**src/rtl/tsp_pkg.sv**
```systemverilog
`default_nettype none

package tsp_pkg;

  // Default widths
  localparam int SAMPLE_BITS_DEF   = 10;
  localparam int FRACTION_BITS_DEF = 8;

  // Screen resolution and position width
  localparam int RES_BITS     = 12;
  localparam int CFG_IDX_BITS = 3;

  // Register reset values
  localparam int X_LOW_RST     = 50;
  localparam int X_HIGH_RST    = 930;
  localparam int Y_LOW_RST     = 50;
  localparam int Y_HIGH_RST    = 930;
  localparam int SWAP_RST      = 3;
  localparam int THRESH_RST    = 50;
  localparam int WIDTH_RST     = 640;
  localparam int HEIGHT_RST    = 480;

  // Register map
  typedef enum logic [CFG_IDX_BITS-1:0] {
    CFG_X_LOW,
    CFG_X_HIGH,
    CFG_Y_LOW,
    CFG_Y_HIGH,
    CFG_AXIS_SWAP,
    CFG_PRESS_THRESH,
    CFG_SCREEN_W,
    CFG_SCREEN_H
  } cfg_reg_t;

  // Event codes on the result channel
  typedef enum logic [1:0] {
    EV_X_MOTION,
    EV_Y_MOTION,
    EV_PRESS,
    EV_RELEASE
  } event_kind_t;

  // Top level sequencer
  typedef enum logic [2:0] {
    TS_IDLE,
    TS_X_GO,
    TS_X_WAIT,
    TS_Y_GO,
    TS_Y_WAIT,
    TS_DECIDE,
    TS_EMIT
  } top_state_t;

  // Axis scaler sequencer
  typedef enum logic [2:0] {
    AX_IDLE,
    AX_DIV_GO,
    AX_DIV_WAIT,
    AX_MUL,
    AX_OUT
  } axis_state_t;

  // Request from the top sequencer to the axis scaler
  typedef struct packed {
    logic start;
    logic mirror;
  } scale_req_t;

endpackage

`default_nettype wire

```
**src/rtl/tsp_divider.sv**
```systemverilog
`default_nettype none

// Restoring divider, one quotient bit per cycle. The dividend must not
// exceed the divisor; the quotient is dividend * 2^(QUO_BITS-1) / divisor.
module tsp_divider #(
  parameter int DEN_BITS = tsp_pkg::SAMPLE_BITS_DEF,
  parameter int QUO_BITS = tsp_pkg::FRACTION_BITS_DEF + 1
) (
  input  logic                clk,
  input  logic                rst_n,
  input  logic                start,
  input  logic [DEN_BITS-1:0] dividend,
  input  logic [DEN_BITS-1:0] divisor,
  output logic [QUO_BITS-1:0] quotient,
  output logic                done
);

  localparam int CNT_BITS = $clog2(QUO_BITS + 1);

  logic [DEN_BITS:0]   rem_r, rem_nxt;
  logic [DEN_BITS-1:0] den_r;
  logic [QUO_BITS-1:0] quo_r, quo_nxt;
  logic [CNT_BITS-1:0] cnt_r;
  logic                first_r;
  logic                busy_r;
  logic                done_r;

  logic [DEN_BITS:0]   trial;
  logic [DEN_BITS:0]   diff;
  logic                ge;

  // Shift-subtract step; the first step takes the integer bit unshifted
  always_comb begin
    trial   = first_r ? rem_r : {rem_r[DEN_BITS-1:0], 1'b0};
    diff    = trial - {1'b0, den_r};
    ge      = trial >= {1'b0, den_r};
    rem_nxt = ge ? diff : trial;
    quo_nxt = {quo_r[QUO_BITS-2:0], ge};
  end

  // Control
  always_ff @(posedge clk) begin
    if (!rst_n) begin
      busy_r <= 1'b0;
      done_r <= 1'b0;
      cnt_r  <= '0;
    end else begin
      done_r <= 1'b0;
      if (start) begin
        busy_r <= 1'b1;
        cnt_r  <= CNT_BITS'(QUO_BITS);
      end else if (busy_r) begin
        cnt_r <= cnt_r - CNT_BITS'(1);
        if (cnt_r == CNT_BITS'(1)) begin
          busy_r <= 1'b0;
          done_r <= 1'b1;
        end
      end
    end
  end

  // Datapath
  always_ff @(posedge clk) begin
    if (start) begin
      rem_r   <= {1'b0, dividend};
      den_r   <= divisor;
      quo_r   <= '0;
      first_r <= 1'b1;
    end else if (busy_r) begin
      rem_r   <= rem_nxt;
      quo_r   <= quo_nxt;
      first_r <= 1'b0;
    end
  end

  assign quotient = quo_r;
  assign done     = done_r;

endmodule

`default_nettype wire

```
**src/rtl/tsp_axis_scale.sv**
```systemverilog
`default_nettype none

// Clips one raw reading to its window, scales it to screen resolution
// through the shared divider and a single multiply, and optionally mirrors it.
module tsp_axis_scale #(
  parameter int SAMPLE_BITS   = tsp_pkg::SAMPLE_BITS_DEF,
  parameter int FRACTION_BITS = tsp_pkg::FRACTION_BITS_DEF
) (
  input  logic                          clk,
  input  logic                          rst_n,
  input  tsp_pkg::scale_req_t           req,
  input  logic [SAMPLE_BITS-1:0]        sample,
  input  logic [SAMPLE_BITS-1:0]        win_low,
  input  logic [SAMPLE_BITS-1:0]        win_high,
  input  logic [tsp_pkg::RES_BITS-1:0]  res,
  output logic [tsp_pkg::RES_BITS-1:0]  pos,
  output logic                          done
);

  localparam int RB        = tsp_pkg::RES_BITS;
  localparam int QUO_BITS  = FRACTION_BITS + 1;
  localparam int PROD_BITS = QUO_BITS + RB;

  tsp_pkg::axis_state_t state_r, state_nxt;

  logic [SAMPLE_BITS-1:0] num_r;
  logic [SAMPLE_BITS-1:0] den_r;
  logic                   empty_r;
  logic                   mirror_r;
  logic [RB-1:0]          res_r;
  logic [PROD_BITS-1:0]   prod_r;
  logic [RB-1:0]          pos_r, pos_nxt;
  logic                   done_r;

  logic [SAMPLE_BITS-1:0] clip_hi;
  logic [SAMPLE_BITS-1:0] clip;
  logic                   span_ok;
  logic                   div_start;
  logic                   div_done;
  logic [QUO_BITS-1:0]    quotient;
  logic [RB-1:0]          scaled;

  // Window clip: high bound first, then low
  always_comb begin
    clip_hi = (sample > win_high) ? win_high : sample;
    clip    = (clip_hi < win_low) ? win_low : clip_hi;
    span_ok = win_high > win_low;
  end

  // Sequencer
  always_ff @(posedge clk) begin
    if (!rst_n) begin
      state_r <= tsp_pkg::AX_IDLE;
      done_r  <= 1'b0;
    end else begin
      state_r <= state_nxt;
      done_r  <= (state_r == tsp_pkg::AX_OUT);
    end
  end

  always_comb begin
    state_nxt = state_r;
    div_start = 1'b0;
    case (state_r)
      tsp_pkg::AX_IDLE: begin
        if (req.start) begin
          state_nxt = span_ok ? tsp_pkg::AX_DIV_GO : tsp_pkg::AX_OUT;
        end
      end
      tsp_pkg::AX_DIV_GO: begin
        div_start = 1'b1;
        state_nxt = tsp_pkg::AX_DIV_WAIT;
      end
      tsp_pkg::AX_DIV_WAIT: begin
        if (div_done) begin
          state_nxt = tsp_pkg::AX_MUL;
        end
      end
      tsp_pkg::AX_MUL: begin
        state_nxt = tsp_pkg::AX_OUT;
      end
      tsp_pkg::AX_OUT: begin
        state_nxt = tsp_pkg::AX_IDLE;
      end
      default: begin
        state_nxt = tsp_pkg::AX_IDLE;
      end
    endcase
  end

  // Shared divider
  tsp_divider #(
    .DEN_BITS (SAMPLE_BITS),
    .QUO_BITS (QUO_BITS)
  ) u_div (
    .clk      (clk),
    .rst_n    (rst_n),
    .start    (div_start),
    .dividend (num_r),
    .divisor  (den_r),
    .quotient (quotient),
    .done     (div_done)
  );

  // Drop the fraction, then mirror; an empty window scales to 0 before the mirror
  always_comb begin
    scaled  = empty_r ? '0 : prod_r[FRACTION_BITS +: RB];
    pos_nxt = mirror_r ? (res_r - scaled) : scaled;
  end

  // Datapath registers
  always_ff @(posedge clk) begin
    if (state_r == tsp_pkg::AX_IDLE && req.start) begin
      num_r    <= clip - win_low;
      den_r    <= win_high - win_low;
      empty_r  <= !span_ok;
      mirror_r <= req.mirror;
      res_r    <= res;
    end
    if (state_r == tsp_pkg::AX_MUL) begin
      prod_r <= PROD_BITS'(quotient) * PROD_BITS'(res_r);
    end
    if (state_r == tsp_pkg::AX_OUT) begin
      pos_r <= pos_nxt;
    end
  end

  assign pos  = pos_r;
  assign done = done_r;

endmodule

`default_nettype wire

```
**src/rtl/touch_sample_to_pointer_events_unit.sv**
```systemverilog
`default_nettype none

// Turns one raw touch sample (X, Y, pressure) into zero to three pointer
// events: X motion, Y motion, then press or release, the final one flagged
// by out_last_event. Each axis is clipped to its calibration window, scaled
// to the screen in FRACTION_BITS fixed point and optionally mirrored; motion
// is reported only while touched and only when the position changed. One
// sample is handled at a time and in_ready is low until its last event has
// been taken. The first event waits until the single restoring divider, which
// resolves one quotient bit per cycle and serves both axes in turn, has
// scaled both; then each event takes one beat, which out_ready can hold off.
// Configuration writes are always accepted and must only be made while the
// block is idle.
module touch_sample_to_pointer_events_unit #(
  parameter int SAMPLE_BITS   = tsp_pkg::SAMPLE_BITS_DEF,
  parameter int FRACTION_BITS = tsp_pkg::FRACTION_BITS_DEF
) (
  input  logic                              clk,
  input  logic                              rst_n,

  input  logic                              in_valid,
  output logic                              in_ready,
  input  logic [SAMPLE_BITS-1:0]            in_sample_x,
  input  logic [SAMPLE_BITS-1:0]            in_sample_y,
  input  logic [SAMPLE_BITS-1:0]            in_sample_pressure,

  output logic                              out_valid,
  input  logic                              out_ready,
  output logic [1:0]                        out_event_kind,
  output logic [tsp_pkg::RES_BITS-1:0]      out_position,
  output logic                              out_last_event,

  input  logic                              cfg_valid,
  output logic                              cfg_ready,
  input  logic [tsp_pkg::CFG_IDX_BITS-1:0]  cfg_index,
  input  logic [((SAMPLE_BITS > tsp_pkg::RES_BITS) ? SAMPLE_BITS
                 : tsp_pkg::RES_BITS)-1:0]  cfg_data
);

  localparam int RB = tsp_pkg::RES_BITS;

  // Configuration registers
  logic [SAMPLE_BITS-1:0] x_low_r, x_high_r, y_low_r, y_high_r, thresh_r;
  logic [1:0]             swap_r;
  logic [RB-1:0]          width_r, height_r;

  // Sample and results
  logic [SAMPLE_BITS-1:0] samp_x_r, samp_y_r;
  logic                   touched_r;
  logic [RB-1:0]          px_r, py_r;

  // Stored pointer state
  logic [RB-1:0]          prev_x_r, prev_y_r;
  logic                   prev_x_vld_r, prev_y_vld_r;
  logic                   prev_touch_r;

  // Pending events of the current sample
  logic                   need_x_r, need_y_r, need_btn_r;
  logic                   need_x_nxt, need_y_nxt, need_btn_nxt;

  tsp_pkg::top_state_t    state_r, state_nxt;

  tsp_pkg::scale_req_t    sc_req;
  logic [SAMPLE_BITS-1:0] sc_sample, sc_low, sc_high;
  logic [RB-1:0]          sc_res;
  logic [RB-1:0]          sc_pos;
  logic                   sc_done;

  logic                   in_beat;
  logic                   out_beat;
  logic                   last_ev;
  tsp_pkg::event_kind_t   ev_kind;

  assign in_ready  = (state_r == tsp_pkg::TS_IDLE);
  assign cfg_ready = 1'b1;
  assign in_beat   = in_valid && in_ready;
  assign out_beat  = out_valid && out_ready;

  // Register writes
  always_ff @(posedge clk) begin
    if (!rst_n) begin
      x_low_r  <= SAMPLE_BITS'(tsp_pkg::X_LOW_RST);
      x_high_r <= SAMPLE_BITS'(tsp_pkg::X_HIGH_RST);
      y_low_r  <= SAMPLE_BITS'(tsp_pkg::Y_LOW_RST);
      y_high_r <= SAMPLE_BITS'(tsp_pkg::Y_HIGH_RST);
      swap_r   <= 2'(tsp_pkg::SWAP_RST);
      thresh_r <= SAMPLE_BITS'(tsp_pkg::THRESH_RST);
      width_r  <= RB'(tsp_pkg::WIDTH_RST);
      height_r <= RB'(tsp_pkg::HEIGHT_RST);
    end else if (cfg_valid && cfg_ready) begin
      case (tsp_pkg::cfg_reg_t'(cfg_index))
        tsp_pkg::CFG_X_LOW:        x_low_r  <= cfg_data[SAMPLE_BITS-1:0];
        tsp_pkg::CFG_X_HIGH:       x_high_r <= cfg_data[SAMPLE_BITS-1:0];
        tsp_pkg::CFG_Y_LOW:        y_low_r  <= cfg_data[SAMPLE_BITS-1:0];
        tsp_pkg::CFG_Y_HIGH:       y_high_r <= cfg_data[SAMPLE_BITS-1:0];
        tsp_pkg::CFG_AXIS_SWAP:    swap_r   <= cfg_data[1:0];
        tsp_pkg::CFG_PRESS_THRESH: thresh_r <= cfg_data[SAMPLE_BITS-1:0];
        tsp_pkg::CFG_SCREEN_W:     width_r  <= cfg_data[RB-1:0];
        tsp_pkg::CFG_SCREEN_H:     height_r <= cfg_data[RB-1:0];
        default: ;
      endcase
    end
  end

  // Axis scaler request: X first, then Y
  always_comb begin
    sc_req.start  = (state_r == tsp_pkg::TS_X_GO) || (state_r == tsp_pkg::TS_Y_GO);
    if (state_r == tsp_pkg::TS_Y_GO) begin
      sc_req.mirror = swap_r[1];
      sc_sample     = samp_y_r;
      sc_low        = y_low_r;
      sc_high       = y_high_r;
      sc_res        = height_r;
    end else begin
      sc_req.mirror = swap_r[0];
      sc_sample     = samp_x_r;
      sc_low        = x_low_r;
      sc_high       = x_high_r;
      sc_res        = width_r;
    end
  end

  tsp_axis_scale #(
    .SAMPLE_BITS   (SAMPLE_BITS),
    .FRACTION_BITS (FRACTION_BITS)
  ) u_axis (
    .clk      (clk),
    .rst_n    (rst_n),
    .req      (sc_req),
    .sample   (sc_sample),
    .win_low  (sc_low),
    .win_high (sc_high),
    .res      (sc_res),
    .pos      (sc_pos),
    .done     (sc_done)
  );

  // Event selection: X, then Y, then the button edge
  always_comb begin
    last_ev = ({1'b0, need_x_r} + {1'b0, need_y_r} + {1'b0, need_btn_r}) == 2'd1;
    if (need_x_r) begin
      ev_kind      = tsp_pkg::EV_X_MOTION;
      out_position = px_r;
    end else if (need_y_r) begin
      ev_kind      = tsp_pkg::EV_Y_MOTION;
      out_position = py_r;
    end else begin
      ev_kind      = touched_r ? tsp_pkg::EV_PRESS : tsp_pkg::EV_RELEASE;
      out_position = '0;
    end
  end

  assign out_valid      = (state_r == tsp_pkg::TS_EMIT);
  assign out_event_kind = ev_kind;
  assign out_last_event = last_ev;

  // Sequencer
  always_comb begin
    state_nxt    = state_r;
    need_x_nxt   = need_x_r;
    need_y_nxt   = need_y_r;
    need_btn_nxt = need_btn_r;
    case (state_r)
      tsp_pkg::TS_IDLE: begin
        if (in_beat) begin
          state_nxt = tsp_pkg::TS_X_GO;
        end
      end
      tsp_pkg::TS_X_GO: begin
        state_nxt = tsp_pkg::TS_X_WAIT;
      end
      tsp_pkg::TS_X_WAIT: begin
        if (sc_done) begin
          state_nxt = tsp_pkg::TS_Y_GO;
        end
      end
      tsp_pkg::TS_Y_GO: begin
        state_nxt = tsp_pkg::TS_Y_WAIT;
      end
      tsp_pkg::TS_Y_WAIT: begin
        if (sc_done) begin
          state_nxt = tsp_pkg::TS_DECIDE;
        end
      end
      tsp_pkg::TS_DECIDE: begin
        need_x_nxt   = touched_r && (!prev_x_vld_r || px_r != prev_x_r);
        need_y_nxt   = touched_r && (!prev_y_vld_r || py_r != prev_y_r);
        need_btn_nxt = touched_r != prev_touch_r;
        state_nxt    = (need_x_nxt || need_y_nxt || need_btn_nxt) ?
                       tsp_pkg::TS_EMIT : tsp_pkg::TS_IDLE;
      end
      tsp_pkg::TS_EMIT: begin
        if (out_beat) begin
          if (need_x_r) begin
            need_x_nxt = 1'b0;
          end else if (need_y_r) begin
            need_y_nxt = 1'b0;
          end else begin
            need_btn_nxt = 1'b0;
          end
          if (last_ev) begin
            state_nxt = tsp_pkg::TS_IDLE;
          end
        end
      end
      default: begin
        state_nxt = tsp_pkg::TS_IDLE;
      end
    endcase
  end

  // Control state and stored pointer state
  always_ff @(posedge clk) begin
    if (!rst_n) begin
      state_r      <= tsp_pkg::TS_IDLE;
      need_x_r     <= 1'b0;
      need_y_r     <= 1'b0;
      need_btn_r   <= 1'b0;
      prev_x_vld_r <= 1'b0;
      prev_y_vld_r <= 1'b0;
      prev_touch_r <= 1'b0;
    end else begin
      state_r    <= state_nxt;
      need_x_r   <= need_x_nxt;
      need_y_r   <= need_y_nxt;
      need_btn_r <= need_btn_nxt;
      if (state_r == tsp_pkg::TS_DECIDE) begin
        prev_touch_r <= touched_r;
        if (need_x_nxt) begin
          prev_x_vld_r <= 1'b1;
        end
        if (need_y_nxt) begin
          prev_y_vld_r <= 1'b1;
        end
      end
    end
  end

  // Payload registers
  always_ff @(posedge clk) begin
    if (in_beat) begin
      samp_x_r  <= in_sample_x;
      samp_y_r  <= in_sample_y;
      touched_r <= in_sample_pressure > thresh_r;
    end
    if (state_r == tsp_pkg::TS_X_WAIT && sc_done) begin
      px_r <= sc_pos;
    end
    if (state_r == tsp_pkg::TS_Y_WAIT && sc_done) begin
      py_r <= sc_pos;
    end
    if (state_r == tsp_pkg::TS_DECIDE) begin
      if (need_x_nxt) begin
        prev_x_r <= px_r;
      end
      if (need_y_nxt) begin
        prev_y_r <= py_r;
      end
    end
  end

`ifndef SYNTH
  // Never taking a sample while events are still being delivered
  a_no_overlap: assert property (@(posedge clk) disable iff (!rst_n)
    !(in_ready && out_valid))
    else $error("input ready while events pending");

  // The final event returns the block to idle
  a_last_to_idle: assert property (@(posedge clk) disable iff (!rst_n)
    out_valid && out_ready && out_last_event |=> in_ready)
    else $error("not idle after final event");

  // Button events carry no position
  a_btn_pos_zero: assert property (@(posedge clk) disable iff (!rst_n)
    out_valid && (out_event_kind == tsp_pkg::EV_PRESS ||
                  out_event_kind == tsp_pkg::EV_RELEASE) |-> out_position == '0)
    else $error("button event with non-zero position");

  // Scaler results only arrive while the sequencer waits for them
  a_done_in_wait: assert property (@(posedge clk) disable iff (!rst_n)
    sc_done |-> (state_r == tsp_pkg::TS_X_WAIT || state_r == tsp_pkg::TS_Y_WAIT))
    else $error("axis result outside wait state");
`endif

endmodule

`default_nettype wire

```
**config.mk**
```make
export PLATFORM = sky130hd
export DESIGN_NAME = touch_sample_to_pointer_events_unit
export DESIGN_NICKNAME = d
export VERILOG_FILES = /design/src/rtl/tsp_pkg.sv /design/src/rtl/tsp_divider.sv /design/src/rtl/tsp_axis_scale.sv /design/src/rtl/touch_sample_to_pointer_events_unit.sv
export SDC_FILE = /design/constraint.sdc
export NUM_CORES = 1
export LEC_CHECK = 0
export BUFFER_PORTS_ARGS = -buffer_cell sky130_fd_sc_hd__buf_2
export CORE_MARGIN = 5
export CORE_UTILIZATION = 25
export DETAILED_ROUTE_END_ITERATION = 12
export PLACE_DENSITY = 0.48
export SYNTH_ARGS = -nofsm -noshare
export SYNTH_HDL_FRONTEND = slang
export SYNTH_SLANG_ARGS = --single-unit
export TNS_END_PERCENT = 100
```
**constraint.sdc**
```tcl
create_clock -name clk -period 6.2 [get_ports clk]
set_input_delay 1.24 -clock clk [delete_from_list [all_inputs] [get_ports clk]]
set_output_delay 1.24 -clock clk [all_outputs]
set_load 0.02 [all_outputs]
```
==> metrics.md <==
| Metric | Value |
|---|---|
| Status | `finished, final reports clean` |
| Critical Path End Type | `register` |
| # fillers | `between 6,000 and 7,000` |
| Area growth syn-to-layout | `16.64%` |
| Number of enable flip-flop cells after synthesis | `about 150` |
| Hold buffer count at CTS | `0` |
| Multi-input logic area | `~8700 um2` |
| Setup CP Type | `register to register` |
| Cts bufs inserted | `29` |
| Die Y | `262.0 um` |
| Worst endpoint data arrival time | `6.26 ns` |
| Synth Area in Simple Gates | `between 10% and 20%` |
| Final instance area | `around 19,000 um2` |
| Share of cells above drive strength 1 | `a little over an eighth` |
| Initial DRC Count | `443` |
| Adder-Cell Fraction of Synth Area | `roughly 18%` |
| Finished Layout Cells | `between 2,000 and 3,000` |
| Routed vias | `11,188` |
| Root Buffer Master | `clkbuf_16` |
| Post-synthesis xor/xnor area fraction | `~4.1%` |
| Routed WL per cell | `~15 um` |
| Post-synthesis compound-gate area fraction | `approximately a tenth` |
| Post-synthesis sequential area ratio | `about two fifths` |
| Rel. slew slack | `roughly 18%` |
| Setup crit end | `u_axis.num_r[8]$_DFFE_PP_` |
| Final Hold Viols | `0` |
| Fin. max-slew vios | `0` |
| Hold_ws | `about 0.42 ns` |
| Port Buffer Count | `between 60 and 70` |
| Max VDD drop | `roughly 0.17 mV` |
| Leak | `roughly 7.6 nW` |
| Mux cell area share after synthesis | `5.905%` |
| H-Tree Depth | `1` |
| Global-route wire length before repair | `~60,000 um` |
| Register area | `~6500 um2` |
| Commonest non-fill, non-tap cell in the layout | `nand2_1` |
| Initial core utilization | `25.20%` |
| Mapped Nets | `roughly 1,800` |
| Async SR Flop Fraction | `0%` |
| Largest net degree at the start of global routing | `92` |
| Worst r2r dst | `u_axis.num_r[8]$_DFFE_PP_` |
| FP Rows | `between 90 and 100` |
| First-pass detailed-route iteration total | `4` |
| DP HPWL | `27,710 um` |
| GR Util All Layers | `a little over a tenth` |
| Post-Syn Area | `between 15,000 and 20,000 um2` |
| Placed cell area | `17,320 um2` |
| Yosys cell types | `74` |
| Placed Cells | `~2,500` |
| Clock tree buffer depth | `3` |
| Yosys warning total | `0` |
| Worst setup SP type | `register` |
| Placer Congestion | `0.8114` |
| Critical R2R Launch | `state_r[2]$_SDFFE_PN0P_` |
| Core footprint | `roughly 63,000 um2` |
| Max Clock Skew | `between 0.02 and 0.025 ns` |
| PwrDens | `roughly 330 nW/um2` |
| Clock insertion delay at the later pin of the skew report | `between 0.5 and 0.6 ns` |
| Initial antenna violation count | `2` |
| Beginning of the critical path | `state_r[2]$_SDFFE_PN0P_` |
| Fin nets | `between 1,500 and 2,000` |
| Maxcap violations | `0` |
| Top_reg_cell synth | `edfxtp_1` |
| Min cycle time layout | `5.948 ns` |
| Total wire length | `roughly 38,000 um` |
| R2R setup slack | `between 0.2 and 0.3 ns` |
| CP max FO | `7` |
| Via/cell ratio | `around 4.4` |
| CTS tree | `yes` |
| Period Utilization, post-route | `a little over nine tenths` |
| Fmax | `168.1 MHz` |
| I/O Pins | `68` |
| Worst hold path type | `register to register` |
| Vias in the first global route | `around 12,000` |
| Actual slew at the worst max-slew pin | `1.227 ns` |
| Final setup viols | `0` |
| Number of clock sinks | `~250` |
| FF-to-FF path depth | `27` |
| Most frequent cells in the layout | `272 x nand2_1, 147 x edfxtp_1, 140 x inv_1` |
| Avg Inst Size Synth | `9.981 um2` |
| N_diodes | `0` |
| Post-Syn Instances | `1,590` |
| Clock slew at reported path FFs | `0.06 ns` |
| Post-route ant nets | `0` |
| Largest family of logic cells by synthesized area | `adder cells` |
| CP required | `6.51 ns` |
| Residual DRC | `0` |
| Die area | `roughly 69,000 um2` |
| Synth Register Bits | `253` |
| Die width | `262.0 um` |
| Grt ovf | `0` |
## power breakdown
group | internal (W) | switching [W]
clock | 0.00108 | 0.000703
sequential | 0.00201 | 0.000183
combinational | 0.000948 | 0.00111
total | 0.00404 | 0.00199
## area by class of cell
cell class / instances / area share [%]
Multi-Input combinational cell: 1134 / 46.76
Sequential cell: 253 / 35.37
Tap cell: 846 / 5.719
Clock buffer: 38 / 4.563
Timing Repair Buffer: 114 / 3.880
Inverter: 140 / 2.839
Clock inverter: 15 / 0.8720
## worst min path at each step
stage	cells after the start	to	slack (ns)	start
after floorplan	0	u_axis.u_div.den_r[0]$_DFFE_PP_	0.40	u_axis.den_r[0]$_DFFE_PP_
after global placement	0	u_axis.u_div.den_r[9]$_DFFE_PP_	0.41	u_axis.den_r[9]$_DFFE_PP_
after detailed placement	0	u_axis.u_div.den_r[7]$_DFFE_PP_	0.41	u_axis.den_r[7]$_DFFE_PP_
after global routing	0	u_axis.u_div.den_r[9]$_DFFE_PP_	0.42	u_axis.den_r[9]$_DFFE_PP_
after CTS	0	u_axis.u_div.den_r[7]$_DFFE_PP_	0.42	u_axis.den_r[7]$_DFFE_PP_
final	0	u_axis.u_div.den_r[7]$_DFFE_PP_	0.42	u_axis.den_r[7]$_DFFE_PP_
## critical path, stage by stage (launching register included)
cell       delay, ns
dfxtp_4         0.39
nand3b_4        0.28
buf_6           0.17
mux2_2          0.37
ha_1            0.30
nor2b_1         0.13
o211a_1         0.25
o211ai_4        0.11
a21oi_4         0.26
mux2i_2         0.27
ha_1            0.27
a21o_1          0.19
a2111oi_4       0.33
nand2_2         0.13
buf_4           0.16
o22ai_2         0.12
nand2b_1        0.18
mux2_4          0.31
ha_1            0.22
fa_2            0.36
nor2b_1         0.11
o21ai_0         0.10
a21boi_1        0.20
o21ai_1         0.08
nand2b_1        0.08
a21o_1          0.11
a21oi_1         0.07
xnor2_1         0.13
## state kept, by name (all words and copies together), names as in the netlist, 11 cells and up
name	flops
prev_x_r	12
width_r	12
height_r	12
prev_y_r	12
u_axis.prod_r	12
u_axis.res_r	12
py_r	12
u_axis.u_div.rem_r	11
px_r	12
u_axis.pos	12
## synthesized netlist by cell type, types with 3 or more instances
cell type	count	area, um2
ha_1	102	1276
o211ai_1	5	37.54
nand2_1	273	1025
dfxtp_1	106	2122
a211oi_1	8	60.06
buf_1	4	15.01
and3_1	4	25.02
clkbuf_1	53	198.9
or3_1	7	43.79
mux2i_1	55	550.5
mux2_4	4	60.06
a2111oi_0	3	26.28
nand3_1	37	185.2
a21o_1	11	82.58
buf_6	3	33.78
o21a_1	10	75.07
edfxtp_1	147	4414
a31oi_1	6	37.54
and2_1	43	269.0
nor4_1	3	18.77
fa_1	74	1481
nand2b_1	30	187.7
a21boi_0	59	442.9
o21ai_0	47	235.2
nand4_1	11	68.82
or2_2	5	31.28
xnor2_1	47	411.6
inv_1	140	525.5
and4_1	3	26.28
nor3b_1	9	67.56
nor2b_1	26	162.7
nor3_1	19	95.09
nor2_1	75	281.5
xor2_1	27	236.5
mux2_2	27	304.0
a21oi_1	57	285.3
o31ai_1	6	45.04
## repair_timing
action | in CTS | in global routing
setup endpoints to repair | 2 | 4
gates resized for setup | 7 | 25
buffers inserted | 3 | 6
cloned | 1 | 0
pin swaps | 2 | 12
## cells by family (layout without fill, tap and decap cells)
group | count (synthesis) | after routing
compound gates | 238 | 238
xor+xnor | 74 | 74
other cells | 1 | 1
flops | 253 | 253
mux | 87 | 87
fa+ha+maj | 178 | 178
simple gates | 555 | 556
buf+inv | 204 | 307
## stage by stage
step	TNS [ns]	setup slack (ns)	power [W]	utilization [%]
after global placement	0	0.08253	0.004181	27.51
after detailed placement	-0.2377	-0.1353	0.004223	27.51
final	0	0.2519	0.006037	29.40
after floorplan	0	0.01703	0.003716	-
after global routing	-0.01508	-0.008374	0.006503	29.40
after CTS	0	0.003352	0.006072	29.18
## per-layer routing
layer | share of wire (%) | GRT usage, % | vias to the layer above
met3 | 3.9 | 1.643 | 53
met1 | 49 | 15.80 | 5398
li1 | - | - | 5547
met4 | 2.0 | 2.353 | 2
met2 | 45 | 17.59 | 188
met5 | 0.035 | 0 | -
(Power assumes the default switching activity.)
